### config.mk
export PLATFORM = sky130hd
export DESIGN_NAME = silence_keepalive_detector
export DESIGN_NICKNAME = d
export VERILOG_FILES = /design/src/hw/rtl/skd_pkg.sv /design/src/hw/rtl/skd_out_buf.sv /design/src/hw/rtl/silence_keepalive_detector.sv
export SDC_FILE = /design/constraint.sdc
export NUM_CORES = 1
export LEC_CHECK = 0
export BUFFER_PORTS_ARGS = -buffer_cell sky130_fd_sc_hd__buf_2
export CAP_MARGIN = 15
export CORE_UTILIZATION = 35
export CTS_CLUSTER_DIAMETER = 40
export CTS_CLUSTER_SIZE = 30
export DETAILED_ROUTE_END_ITERATION = 7
export PLACE_DENSITY = 0.55
export SLEW_MARGIN = 20
export SYNTH_ARGS = -nofsm -noshare
export SYNTH_HDL_FRONTEND = slang
export SYNTH_SLANG_ARGS = --single-unit
### constraint.sdc
create_clock -name clock -period 4.25 [get_ports clock]
set_clock_uncertainty 0.2 [all_clocks]
set_input_delay 0.2125 -clock clock [delete_from_list [all_inputs] [get_ports clock]]
set_output_delay 0.2125 -clock clock [all_outputs]
set_load 0.005 [all_outputs]
### src/hw/rtl/skd_pkg.sv
// shared types and constants for the silence keep-alive detector
package skd_pkg;

   // default build parameters
   localparam int SKD_MAX_CHANNELS = 8;
   localparam int SKD_SAMPLE_BITS  = 16;

   // register and field widths
   localparam int THR_W  = 16;
   localparam int TMO_W  = 20;
   localparam int NCH_W  = 4;
   localparam int CNT_W  = 20;
   localparam int CSR_W  = 20;
   localparam int CSR_IDX_W = 2;

   localparam logic [CNT_W-1:0] CNT_MAX = {CNT_W{1'b1}};

   // register reset values
   localparam logic [THR_W-1:0] THRESHOLD_RST = THR_W'(33);
   localparam logic [TMO_W-1:0] TIMEOUT_RST   = TMO_W'(60000);
   localparam logic [NCH_W-1:0] CHANNELS_RST  = NCH_W'(2);

   // register indexes
   typedef enum logic [CSR_IDX_W-1:0] {
      REG_THRESHOLD = 2'd0,
      REG_TIMEOUT   = 2'd1,
      REG_CHANNELS  = 2'd2
   } skd_reg_type;

   // item kinds on the request tuser
   typedef enum logic {
      OP_SAMPLE = 1'b0,
      OP_TICK   = 1'b1
   } skd_op_type;

   // result payload, first member in the highest bits
   typedef struct packed {
      logic [CNT_W-1:0] silence_ms;
      logic             last_frame_sound;
      logic             batch_had_sound;
      logic             triggered;
   } skd_result_type;

   localparam int RESULT_W    = $bits(skd_result_type);
   localparam int RSP_TDATA_W = ((RESULT_W + 7) / 8) * 8;

endpackage

### src/hw/rtl/skd_out_buf.sv
// two-entry result buffer: output register plus skid register
module skd_out_buf
   import skd_pkg::*;
(
   input  logic           clock,
   input  logic           reset,
   input  logic           push,
   input  skd_result_type push_data,
   output logic           push_ready,
   output logic           out_valid,
   input  logic           out_ready,
   output skd_result_type out_data
);

   logic           out_valid_ff, out_valid_in;
   logic           skid_valid_ff, skid_valid_in;
   skd_result_type out_data_ff, out_data_in;
   skd_result_type skid_data_ff, skid_data_in;
   logic           out_load;

   assign push_ready = !skid_valid_ff;
   assign out_valid  = out_valid_ff;
   assign out_data   = out_data_ff;
   assign out_load   = !out_valid_ff || out_ready;

   always_comb begin
      out_valid_in  = out_valid_ff;
      skid_valid_in = skid_valid_ff;
      out_data_in   = out_data_ff;
      skid_data_in  = skid_data_ff;
      if (out_load) begin
         if (skid_valid_ff) begin
            out_data_in   = skid_data_ff;
            out_valid_in  = 1'b1;
            skid_valid_in = push;
            skid_data_in  = push_data;
         end else begin
            out_data_in   = push_data;
            out_valid_in  = push;
            skid_valid_in = 1'b0;
         end
      end else if (push) begin
         // output stalled, park the new item
         skid_data_in  = push_data;
         skid_valid_in = 1'b1;
      end
   end

   always_ff @(posedge clock) begin
      if (reset) begin
         out_valid_ff  <= 1'b0;
         skid_valid_ff <= 1'b0;
      end else begin
         out_valid_ff  <= out_valid_in;
         skid_valid_ff <= skid_valid_in;
      end
      out_data_ff  <= out_data_in;
      skid_data_ff <= skid_data_in;
   end

endmodule

### src/hw/rtl/silence_keepalive_detector.sv
// top level of the silence keep-alive detector
// an accepted item's result is registered into the output buffer for rsp_tvalid
// throughput: one item per cycle while the result buffer has room; the state
//   update is a single compare and counter step registered at the accepting edge
// a two-entry result buffer keeps req_tready high while one result waits
// reset is synchronous and active high: registers return to their defaults
//   and all detector state clears
module silence_keepalive_detector
   import skd_pkg::*;
#(
   parameter int MAX_CHANNELS = SKD_MAX_CHANNELS,
   parameter int SAMPLE_BITS  = SKD_SAMPLE_BITS,
   localparam int REQ_TDATA_W = ((SAMPLE_BITS + 7) / 8) * 8
)
(
   input  logic                   clock,
   input  logic                   reset,
   // request channel
   input  logic                   req_tvalid,
   output logic                   req_tready,
   input  logic [REQ_TDATA_W-1:0] req_tdata,   // sample, zero padded
   input  logic                   req_tuser,   // op
   input  logic                   req_tlast,   // last_in_batch
   // result channel
   output logic                   rsp_tvalid,
   input  logic                   rsp_tready,
   // triggered, batch_had_sound, last_frame_sound, silence_ms, zero padded
   output logic [RSP_TDATA_W-1:0] rsp_tdata,
   // register write port
   input  logic                   csr_we,
   input  logic [CSR_IDX_W-1:0]   csr_index,
   input  logic [CSR_W-1:0]       csr_wdata
);

   // channel position width and a compare width that holds the clamped count
   localparam int POS_W = (MAX_CHANNELS > 1) ? $clog2(MAX_CHANNELS) : 1;
   localparam int NW0   = $clog2(MAX_CHANNELS + 1);
   localparam int NW    = (NW0 > NCH_W) ? NW0 : NCH_W;
   // magnitude compare width
   localparam int MW    = (SAMPLE_BITS > THR_W) ? SAMPLE_BITS : THR_W;

   // configuration registers
   logic [THR_W-1:0] threshold_ff;
   logic [TMO_W-1:0] timeout_ff;
   logic [NCH_W-1:0] channels_ff;

   always_ff @(posedge clock) begin
      if (reset) begin
         threshold_ff <= THRESHOLD_RST;
         timeout_ff   <= TIMEOUT_RST;
         channels_ff  <= CHANNELS_RST;
      end else if (csr_we) begin
         unique case (csr_index)
            REG_THRESHOLD: threshold_ff <= csr_wdata[THR_W-1:0];
            REG_TIMEOUT:   timeout_ff   <= csr_wdata[TMO_W-1:0];
            REG_CHANNELS:  channels_ff  <= csr_wdata[NCH_W-1:0];
            default: ;   // unmapped index, write dropped
         endcase
      end
   end

   // detector state
   logic             batch_sound_ff, batch_sound_in;
   logic             frame_nz_ff, frame_nz_in;
   logic [POS_W-1:0] pos_ff, pos_in;
   logic             last_frame_ff, last_frame_in;
   logic [CNT_W-1:0] cnt_ff, cnt_in;

   logic                   accept;
   logic                   buf_ready;
   skd_result_type         result;
   skd_result_type         rsp_data;

   logic [SAMPLE_BITS-1:0] raw;
   logic [SAMPLE_BITS-1:0] mag;
   logic                   nonzero;
   logic                   sound;
   logic [NW-1:0]          n_ch;
   logic [NW-1:0]          pos_next;
   logic                   batch_sound_new;
   logic                   frame_nz_new;

   assign req_tready = buf_ready;
   assign accept     = req_tvalid && buf_ready;

   assign raw     = req_tdata[SAMPLE_BITS-1:0];
   assign nonzero = (raw != '0);
   // two's complement magnitude, most negative value reads as full scale
   assign mag     = raw[SAMPLE_BITS-1] ? (~raw + SAMPLE_BITS'(1)) : raw;

   // zero threshold selects the any-nonzero mode
   assign sound = (threshold_ff == '0) ? nonzero
                                      : (MW'(mag) >= MW'(threshold_ff));

   // clamp the channel count into one to max channels
   always_comb begin
      n_ch = NW'(channels_ff);
      if (n_ch == '0) begin
         n_ch = NW'(1);
      end else if (n_ch > NW'(MAX_CHANNELS)) begin
         n_ch = NW'(MAX_CHANNELS);
      end
   end

   assign pos_next        = NW'(pos_ff) + NW'(1);
   assign batch_sound_new = batch_sound_ff || sound;
   assign frame_nz_new    = (pos_ff == '0) ? nonzero : (frame_nz_ff || nonzero);

   always_comb begin
      batch_sound_in = batch_sound_ff;
      frame_nz_in    = frame_nz_ff;
      pos_in         = pos_ff;
      last_frame_in  = last_frame_ff;
      cnt_in         = cnt_ff;
      result.triggered       = 1'b0;
      result.batch_had_sound = 1'b0;

      unique case (skd_op_type'(req_tuser))
         OP_TICK: begin
            // saturating ms counter
            if (cnt_ff != CNT_MAX) begin
               cnt_in = cnt_ff + CNT_W'(1);
            end
         end
         OP_SAMPLE: begin
            batch_sound_in = batch_sound_new;
            frame_nz_in    = frame_nz_new;
            // wrap as soon as the position reaches the count
            pos_in = (pos_next >= n_ch) ? '0 : pos_next[POS_W-1:0];
            if (req_tlast) begin
               last_frame_in          = frame_nz_new;
               result.batch_had_sound = batch_sound_new;
               if (batch_sound_new) begin
                  cnt_in = '0;
               end else if (CNT_W'(timeout_ff) <= cnt_ff) begin
                  // silent long enough, fire keep-alive
                  result.triggered = 1'b1;
                  cnt_in           = '0;
               end
               // next batch starts clean
               batch_sound_in = 1'b0;
               frame_nz_in    = 1'b0;
               pos_in         = '0;
            end
         end
         default: ;
      endcase

      result.last_frame_sound = last_frame_in;
      result.silence_ms       = cnt_in;
   end

   always_ff @(posedge clock) begin
      if (reset) begin
         batch_sound_ff <= 1'b0;
         frame_nz_ff    <= 1'b0;
         pos_ff         <= '0;
         last_frame_ff  <= 1'b0;
         cnt_ff         <= '0;
      end else if (accept) begin
         batch_sound_ff <= batch_sound_in;
         frame_nz_ff    <= frame_nz_in;
         pos_ff         <= pos_in;
         last_frame_ff  <= last_frame_in;
         cnt_ff         <= cnt_in;
      end
   end

   // result register with skid entry
   skd_out_buf u_out_buf (
      .clock      (clock),
      .reset      (reset),
      .push       (accept),
      .push_data  (result),
      .push_ready (buf_ready),
      .out_valid  (rsp_tvalid),
      .out_ready  (rsp_tready),
      .out_data   (rsp_data)
   );

   assign rsp_tdata = {{(RSP_TDATA_W - RESULT_W){1'b0}}, rsp_data};

endmodule

# Word-level counts from Yosys, hierarchy flattened
# Cells that the tools add are included.
# classes
order_cmp	4
bitwise_logic	2
mux	28
eq_ne	4
add_sub_neg	3
n_reduce_logical	17
n_shift	0
div	0
mul	0
# ops
op	n
$mux W23	4
$mux W20	4
$pmux W20 S2	1
$add A20 B1 Y20 const B	1
$le A20 B20 Y1	1
$ne A20 B20 Y1 const B	1
$add A16 B1 Y16 const B	1
$ge A16 B16 Y1	1
$logic_not A16 Y1	1
$mux W16	1
$not A16 Y16	1
$reduce_bool A16 Y1	1
$mux W1	12
$reduce_and A2 Y1	5
$mux W4	2
$mux W3	2
$add A3 B1 Y4 const B	1
$ge A4 B4 Y1	1
$gt A4 B4 Y1 const B	1
$logic_not A4 Y1	1
$mux W2	2
$logic_not A3 Y1	1
$logic_or A1 B1 Y1	3
$eq A2 B1 Y1 const B	1
other kinds (7)	8
# totals
word_cells	76
ramBits	0
output_inout_bits	26
latch_bits	0
romBits	0
ff_bits	114
memories	0

# Depth between registers and ports, before layout
# Gate-level depths: netlist (run 1).
# logic_depth
depth_word	11
depth_mapped	15

# Cells and area by module
# From an unflattened synthesis (run 1), not the netlist that was laid out.
# unflattened
cells_unflattened	728
area_unflattened_um2	6568.8
# modules_own_cells
mod	instances	cells_each	seq_area_each_um2	area_per_inst_um2
silence_keepalive_detector	1	644	1321.3	4732.0
skd_out_buf	1	84	1421.4	1836.8

# Worst setup path after synthesis (run 1)
# Ideal clock, no wire load.
# synth_timing
path_kind	reg-to-reg
from	register u_out_buf.out_valid_ff, in the netlist u_out_buf.out_valid
to	register u_out_buf.skid_data_ff[0] (netlist name) (enable)
setup_slack_ps	935
t_arrival_ps	2680
path_stages_with_launch	3
setup_time_ps	435
period_less_slack_ps	3315
n_path_buf	0
path_cell_list	dfxtp_1 nand2b_1 o21ai_0
# synth_via
elab_chain_cells	4
# synth_rtl
element	line_no	rtl
from (decl)	skd_out_buf.sv:15	logic out_valid_ff, out_valid_in;
from (signal assigned)	skd_out_buf.sv:54	out_valid_ff <= out_valid_in;
$logic_not A1 Y1 (*)	skd_out_buf.sv:24	assign out_load = !out_valid_ff || out_ready;
$logic_or A1 B1 Y1 (*)	skd_out_buf.sv:24	
$ne A2 B1 Y1 (no source line) or $reduce_bool A2 Y1 (tied branches)	--	
$reduce_and A2 Y1 (no source line) (*)	--	
to (signal assigned)	skd_out_buf.sv:58	skid_data_ff <= skid_data_in;
to (decl)	skd_out_buf.sv:18	skd_result_type skid_data_ff, skid_data_in;
# Every way passes the cells marked *; elsewhere a longest branch is shown, timed or not.
# A chain may end at the register's enable or synchronous reset.

# Worst setup path after layout (run 1)
# layout_timing
from	register cnt_ff[5]
to	register u_out_buf.out_data_ff (netlist bit u_out_buf.out_data[11]), data pin
# layout_via
elab_chain_cells	6
# layout_rtl
element	line_no	rtl
from (decl)	silence_keepalive_detector.sv:67	logic [CNT_W-1:0] cnt_ff, cnt_in;
from (signal assigned)	silence_keepalive_detector.sv:165	cnt_ff <= cnt_in;
$le A20 B20 Y1	silence_keepalive_detector.sv:135	end else if (CNT_W'(timeout_ff) <= cnt_ff) begin
$mux W20	silence_keepalive_detector.sv:135	
$mux W20	silence_keepalive_detector.sv:133	if (batch_sound_new) begin
$mux W20	silence_keepalive_detector.sv:130	if (req_tlast) begin
$pmux W20 S2 (*)	silence_keepalive_detector.sv:118	unique case (skd_op_type'(req_tuser))
$mux W23 (*)	skd_out_buf.sv:32	if (skid_valid_ff) begin
to (signal assigned)	skd_out_buf.sv:57	out_data_ff <= out_data_in;
to (decl)	skd_out_buf.sv:17	skd_result_type out_data_ff, out_data_in;
# Marks and branches as above.

==> impl_metrics.py, run 1 <==
metrics = {
    "outcome": {
        "status": "finished with violations",
        "violations": "design-rule violations",
    },
    "sta": {
        "finalMaxSlewViolations": 0,
        "period_needed_ns": 3.38,
        "fin_tns_setup_ns": 0,
        "finalSetupViolCount": 0,
        "worst_slew_pin_slew_ns": 0.987,
        "finalHoldViolations": 0,
        "slew_headroom_pct": 32.5,
        "rsz0062_at_grt": "no",
        "max_clock_freq_mhz": 296,
        "post-route-period-util_pct": 79.5,
        "hold_ws_ns": 0.114,
    },
    "global_route": {
        "grt_pass1_wl_mm": 29.1,
        "antenna_found_initial": 0,
        "grtUsageTotal_pct": 19.2,
        "grt_pass1_vias": 5546,
        "grt_max_degree": 52,
        "grt-ovfl-total": 0,
    },
    "placement": {
        "dp_hpwl_mm": 12.5,
        "placed_cell_area_um2": 7180,
        "place.gp.congestion": 0.837,
        "io_buffer_count": 69,
    },
    "clock_tree": {
        "hold_buffers": 22,
        "numClockSinks": 114,
        "clk_pin_slew_ns": 0.05,
        "cts-root-buf": "clkbuf_16",
        "cts_tree": "done",
        "worstSkewPairLatency_ns": 0.43,
        "cts_resized": 0,
        "h-tree-depth": 4,
        "cts_max_path_buffers": 2,
        "cts_made_buffers": 17,
        "cts_setup_buffers": 0,
    },
    "layout": {
        "multiInputGateArea_um2": 3520,
        "drive_gt1_share_pct": 14.7,
        "regArea_um2": 2740,
        "fillers": 1794,
        "post-route-cell-area_um2": 7930,
        "insertedDiodeCount": 0,
        "nets": 935,
        "areaGrowthSynthToFinish_pct": 20.3,
    },
    "floorplan": {
        "fp.dieW_um": 139,
        "start_util_pct": 36.2,
        "rows": 49,
        "core-area_um2": 18200,
        "dieArea_um2": 19400,
        "die_h_um": 139,
        "ios": 71,
    },
    "route": {
        "routed_wl_mm": 17.7,
        "drcViolationCount": 3,
        "antenna_left": 0,
        "post_drt_via_cell_ratio": 5.36,
        "vias": 5831,
        "firstDrtPassIters": 8,
        "initialDrtViolationCount": 312,
        "wl_per_cell_um": 16.2,
    },
    "critical_path": {
        "critPathMaxFanout": 34,
        "end_kind": "flip-flop",
        "worstSetupPathType": "flip-flop to flip-flop",
        "cp.required_ns": 4.19,
        "arrival_ns": 3.31,
        "critPathLaunchType": "flip-flop",
    },
    "pwr": {
        "power_mw": 2.85,
        "power_density_nw_per_um2": 360,
        "power.leakage_nw": 3.03,
        "irDropWorstVdd_uv": 296,
    },
    "synthesis": {
        "ys_types": 66,
        "yosysTopAreaCell": "edfxtp_1",
        "syn_inst": 764,
        "synthTopCellsByArea": "edfxtp_1, dfxtp_1, ha_1, nand2_1, a21oi_1",
        "async_flop_share_pct": 0,
        "synth_seq_cells": 114,
        "synth_commonest_cells": "nand2_1, a21oi_1, dfxtp_1",
        "syn-num-nets": 853,
        "syn_area_um2": 6590,
        "yosysMostFrequentCell": "nand2_1",
        "synthFlopType": "dfxtp_1",
        "synth_edf_count": 46,
        "yosysWarningCount": 0,
        "postSynthAreaPerCell_um2": 8.63,
        "ys_seq_area_share_pct": 41.6,
        "synth_top_area_share_pct": 21.0,
    },
    "flow_run": {
        "max_cap_viol_count": 0,
    },
    "worst_hold_path": {
        "hp-class": "primary input to flip-flop",
    },
}
==> worst max-delay path, stage by stage, from the launching register on <==
cell       delay, ns
dfxtp_1         0.50
inv_1           0.21
ha_1            0.34
a21o_1          0.16
nand3_1         0.08
a21oi_1         0.07
a2111oi_0       0.45
a21oi_1         0.35
a21oi_2         0.20
buf_4           0.36
a41oi_1         0.17
==> state kept, by name, summed over array words and instances, names as in the netlist <==
| signal | count |
|---|---|
| batch_sound_ff | 1 |
| channels_ff | 4 |
| cnt_ff | 20 |
| frame_nz_ff | 1 |
| last_frame_ff | 1 |
| pos_ff | 3 |
| threshold_ff | 16 |
| timeout_ff | 20 |
| u_out_buf.out_data | 23 |
| u_out_buf.out_valid | 1 |
| u_out_buf.skid_data_ff | 23 |
| u_out_buf.skid_valid_ff | 1 |
==> cell type report <==
type | count | area share (%)
clock buffers | 23 | 5.90
clock inverters | 9 | 0.821
inverters | 43 | 2.04
multi-input cells | 563 | 44.4
flip-flops and latches | 114 | 34.6
well taps | 229 | 3.61
repair buffers | 107 | 8.65
==> layer usage <==
layer  routed length, um  share of wire [%]  global-route usage [%]  up-vias
li1                    -                  -                       -     2944
met1                8570                 48                    26.0     2713
met2                8080                 46                    30.4      148
met3                 721                4.1                    3.61       26
met4                 301                1.7                    6.67        0
met5                   0                  0                       0        -
==> report_power, final <==
part	internal [mW]	switching (mW)	total, mW
combinational	0.137	0.204	0.341
sequential	1.18	0.0193	1.20
clock	0.819	0.492	1.31
==> path summary, 6_finish.rpt <==
check                     start                     end  slack, ns  depth (start not counted)
hold reg to reg   timeout_ff[2]           timeout_ff[2]       0.26                          2
setup reg to reg      cnt_ff[5]  u_out_buf.out_data[11]       0.87                         10
hold / removal            reset          timeout_ff[18]       0.11                          2
setup / recovery      cnt_ff[5]  u_out_buf.out_data[11]       0.87                         10
==> through the flow <==
step,cells,util [%],setup slack (ns)
after floorplan,764,-,0.935
after global placement,1034,39.4,0.550
after detailed placement,1034,39.4,0.516
after CTS,1088,43.5,0.870
after global routing,1088,43.5,0.505
final,1088,43.5,0.871
==> placed cells by master (no fill, tap or decap), drive strengths merged, types with 23 or more instances in the layout <==
cell / count
nand2: 123
buf: 85
a21oi: 71
dfxtp: 68
nor2: 50
edfxtp: 46
ha: 44
inv: 41
o21ai: 35
nor3: 23
clkbuf: 23
==> kinds of logic after synthesis <==
family                     after synthesis  share of synthesized area (%)
AOI/OAI and AO/OA                      204                           19.9
xor gates and xnor gates                19                           2.52
adders and majority gates               44                           8.35
buffers and inverters                   87                           5.22
DFF                                    114                           41.6
muxes                                   10                           1.58
other                                    1                         0.0569
and+or+nand+nor                        285                           20.7
No activity file was read; power rests on OpenSTA's default activity.
==> run 2: changes to the inputs <==
--- a/config.mk
+++ b/config.mk
@@ -5,6 +5,7 @@
 export SDC_FILE = /design/constraint.sdc
 export NUM_CORES = 1
 export LEC_CHECK = 0
+export ABC_AREA = 1
 export BUFFER_PORTS_ARGS = -buffer_cell sky130_fd_sc_hd__buf_2
 export CAP_MARGIN = 15
 export CORE_UTILIZATION = 35
==> constraint.sdc (replaced) <==
create_clock -name clock -period 3.4 [get_ports clock]
set_clock_uncertainty 0.2 [all_clocks]
set_input_delay 0.17 -clock clock [delete_from_list [all_inputs] [get_ports clock]]
set_output_delay 0.17 -clock clock [all_outputs]
set_load 0.005 [all_outputs]
==> run 2 against run 1 <==
- the flow now finishes without violations
- combinational power increased by 64%
- flip-flop and latch count unchanged
- first-iteration DRC count decreased by 27%
- utilization increased by 0.58 points
- worst setup slack got worse by 0.38 ns
- cell count increased by 11%
- worst hold slack got worse by 0.072 ns
- largest power group unchanged
- sequential share of layout area decreased by 0.45 points
- clock-buffer cell count decreased by 3
==> impl_metrics.py, run 2 <==
metrics = {
    "pwr": {
        "switching_power_mw": 1.01,
        "power_mw": 4.04,
        "p_clk_share_pct": 47.5,
        "swShare_pct": 25.0,
        "p_int_mw": 3.03,
        "irDropWorstVdd_uv": 435,
        "power.leakage_nw": 3.87,
        "comb_power_share_pct": 13.9,
        "power_density_nw_per_um2": 502,
        "seqPwrFrac_pct": 38.7,
    },
    "synthesis": {
        "synthTopCellsByArea": "edfxtp_1, dfxtp_1, nand2_1, ha_1, inv_1",
        "syn-num-nets": 967,
        "yosysWarningCount": 0,
        "ys_types": 43,
        "synthFlopType": "dfxtp_1",
        "synth_top_area_share_pct": 20.9,
        "synth_seq_cells": 114,
        "syn_area_um2": 6600,
        "yosysTopAreaCell": "edfxtp_1",
        "ys_seq_area_share_pct": 41.6,
        "syn_inst": 878,
        "async_flop_share_pct": 0,
        "synth_edf_count": 46,
        "yosysMostFrequentCell": "nand2_1",
        "synth_commonest_cells": "nand2_1, inv_1, nor2_1",
        "postSynthAreaPerCell_um2": 7.52,
    },
    "critical_path": {
        "r2r_cells": 12,
        "reg2reg_to": "u_out_buf.out_data[6]",
        "critPathMaxFanout": 20,
        "end_kind": "flip-flop",
        "cp.required_ns": 3.49,
        "ff2ff_setup_slack_ns": 0.81,
        "arrival_ns": 3.00,
        "r2r-start": "cnt_ff[0]",
        "worstSetupPathType": "primary input to flip-flop",
        "critPathLaunchType": "primary input",
    },
    "clock_tree": {
        "cts_tree": "done",
        "h-tree-depth": 4,
        "cts_resized": 0,
        "cts_max_path_buffers": 2,
        "cts_made_buffers": 17,
        "clk_pin_slew_ns": 0.05,
        "cts-root-buf": "clkbuf_16",
        "worstSkewPairLatency_ns": 0.42,
        "numClockSinks": 114,
    },
    "sta": {
        "finalHoldViolations": 0,
        "finalMaxSlewViolations": 0,
        "rsz0062_at_grt": "no",
        "slew_headroom_pct": 48.2,
        "hold_ws_ns": 0.0417,
        "finalSetupViolCount": 0,
        "fin_tns_setup_ns": 0,
        "period_needed_ns": 2.91,
        "post-route-period-util_pct": 85.7,
        "max_clock_freq_mhz": 343,
        "worst_slew_pin_slew_ns": 0.777,
    },
    "layout": {
        "drive_gt1_share_pct": 13.2,
        "layout_common_cells": "nand2_1, inv_1, nor2_1, buf_2, dfxtp_1",
        "nets": 1059,
        "final_common_cell": "nand2_1",
        "regArea_um2": 2740,
        "multiInputGateArea_um2": 3270,
        "insertedDiodeCount": 0,
        "fillers": 1840,
        "post-route-cell-area_um2": 8030,
        "areaGrowthSynthToFinish_pct": 21.7,
    },
    "global_route": {
        "grt_max_degree": 36,
        "grtUsageTotal_pct": 17.3,
        "antenna_found_initial": 0,
        "grt-ovfl-total": 0,
        "grt_pass1_wl_mm": 26.6,
        "grt_pass1_vias": 5379,
    },
    "floorplan": {
        "ios": 71,
        "fp.dieW_um": 139,
        "start_util_pct": 36.2,
        "rows": 49,
        "dieArea_um2": 19400,
        "core-area_um2": 18200,
        "die_h_um": 139,
    },
    "route": {
        "drcViolationCount": 0,
        "firstDrtPassIters": 4,
        "vias": 5620,
        "wl_per_cell_um": 12.8,
        "routed_wl_mm": 15.5,
        "antenna_left": 0,
        "initialDrtViolationCount": 227,
        "post_drt_via_cell_ratio": 4.64,
    },
    "worst_hold_path": {
        "hold_depth": 3,
        "holdPathEnd": "channels_ff[3]",
        "hp-class": "primary input to flip-flop",
        "hold_path_startpoint": "csr_index[1]",
    },
    "placement": {
        "io_buffer_count": 69,
        "placed_cell_area_um2": 7160,
        "place.gp.congestion": 0.799,
        "dp_hpwl_mm": 11.2,
    },
    "flow_run": {
        "max_cap_viol_count": 0,
    },
    "outcome": {
        "status": "finished, final reports clean",
    },
}
run 2: changes by cell type after synthesis, moves of 8 or more:
cell / delta
o21ai_0: +23
nand3b_1: -10
xor2_1: +17
nand2_1: +115
o31ai_1: -11
nor2_1: +42
nand2b_1: -8
a31oi_1: -21
xnor2_1: -14
inv_1: +69
nor3_1: -11
nand3_1: +34
clkbuf_1: -14
run 2: how the worst max path moves through the flow:
| stage | endpoint | slack, ns | startpoint |
|---|---|---|---|
| final | u_out_buf.out_data[15] | 0.49 | req_tdata[0] |
| after detailed placement | u_out_buf.out_data[15] | 0.08 | req_tdata[0] |
| after CTS | u_out_buf.out_data[15] | 0.51 | req_tdata[0] |
| after floorplan | u_out_buf.skid_data_ff[0] | 0.11 | u_out_buf.out_valid |
| after global placement | u_out_buf.out_data[15] | 0.09 | req_tdata[0] |
| after global routing | u_out_buf.out_data[5] | 0.04 | req_tdata[0] |
run 2: layer usage:
metal	vias up	global-route usage [%]	share of wire, %	wire length (um)
li1	3031	-	-	-
met5	-	0	0	0
met3	18	4.06	3.5	542
met2	100	27.3	44	6890
met1	2471	23.2	51	7880
met4	0	6.08	1.4	224
run 2: per-stage QoR:
stage,worst slack (ns),util [%],cells
final,0.486,44.1,1212
after floorplan,0.110,-,878
after detailed placement,0.0788,39.3,1155
after global routing,0.0416,44.1,1212
after global placement,0.0893,39.3,1155
after CTS,0.510,44.1,1212
run 2: power by group through the flow:
stage	clock network, mW	registers, mW	logic (mW)
detailed placement	0	1.59	0.540
global route	2.01	1.57	0.653
floorplan	0	1.59	0.367
CTS	1.95	1.56	0.566
finish	1.92	1.56	0.560
global placement	0	1.59	0.536
run 2: critical path: stages:
cell      delay, ns
buf_2          0.10
nor3_1         0.25
inv_1          0.06
nor3_1         0.13
inv_1          0.07
nor2_1         0.14
nand3_1        0.11
nand3b_1       0.18
nor4_1         0.23
ha_1           0.32
a21oi_1        0.15
o21a_1         0.14
nand2_1        0.05
nor2_1         0.07
nand2_1        0.09
nand2_1        0.07
nand3_1        0.07
nand2_1        0.10
buf_12         0.16
nand2_1        0.08
nand2_1        0.11
nand2_1        0.06
nand2_1        0.06
run 2: cell families after synthesis:
logic type	Yosys count	synth area share, %
simple gates	415	27.0
buf+inv	146	9.08
compound gates	136	11.1
flops	114	41.6
fa+ha+maj	44	8.34
xor+xnor	22	2.92
other cells	1	0.0568
run 2: cell type report:
cell class                 count  share of cell area, %
sequential                   114                   34.1
tap                          229                   3.57
clock buffer                  20                   5.44
clock inverter                12                   2.34
multi-input combinational    618                   40.6
timing repair buffer         104                   8.50
inverter                     115                   5.37
run 2: repair_timing:
action	CTS	global route
hold endpoints to repair	45	0
buffers inserted	0	0
hold buffers	25	0
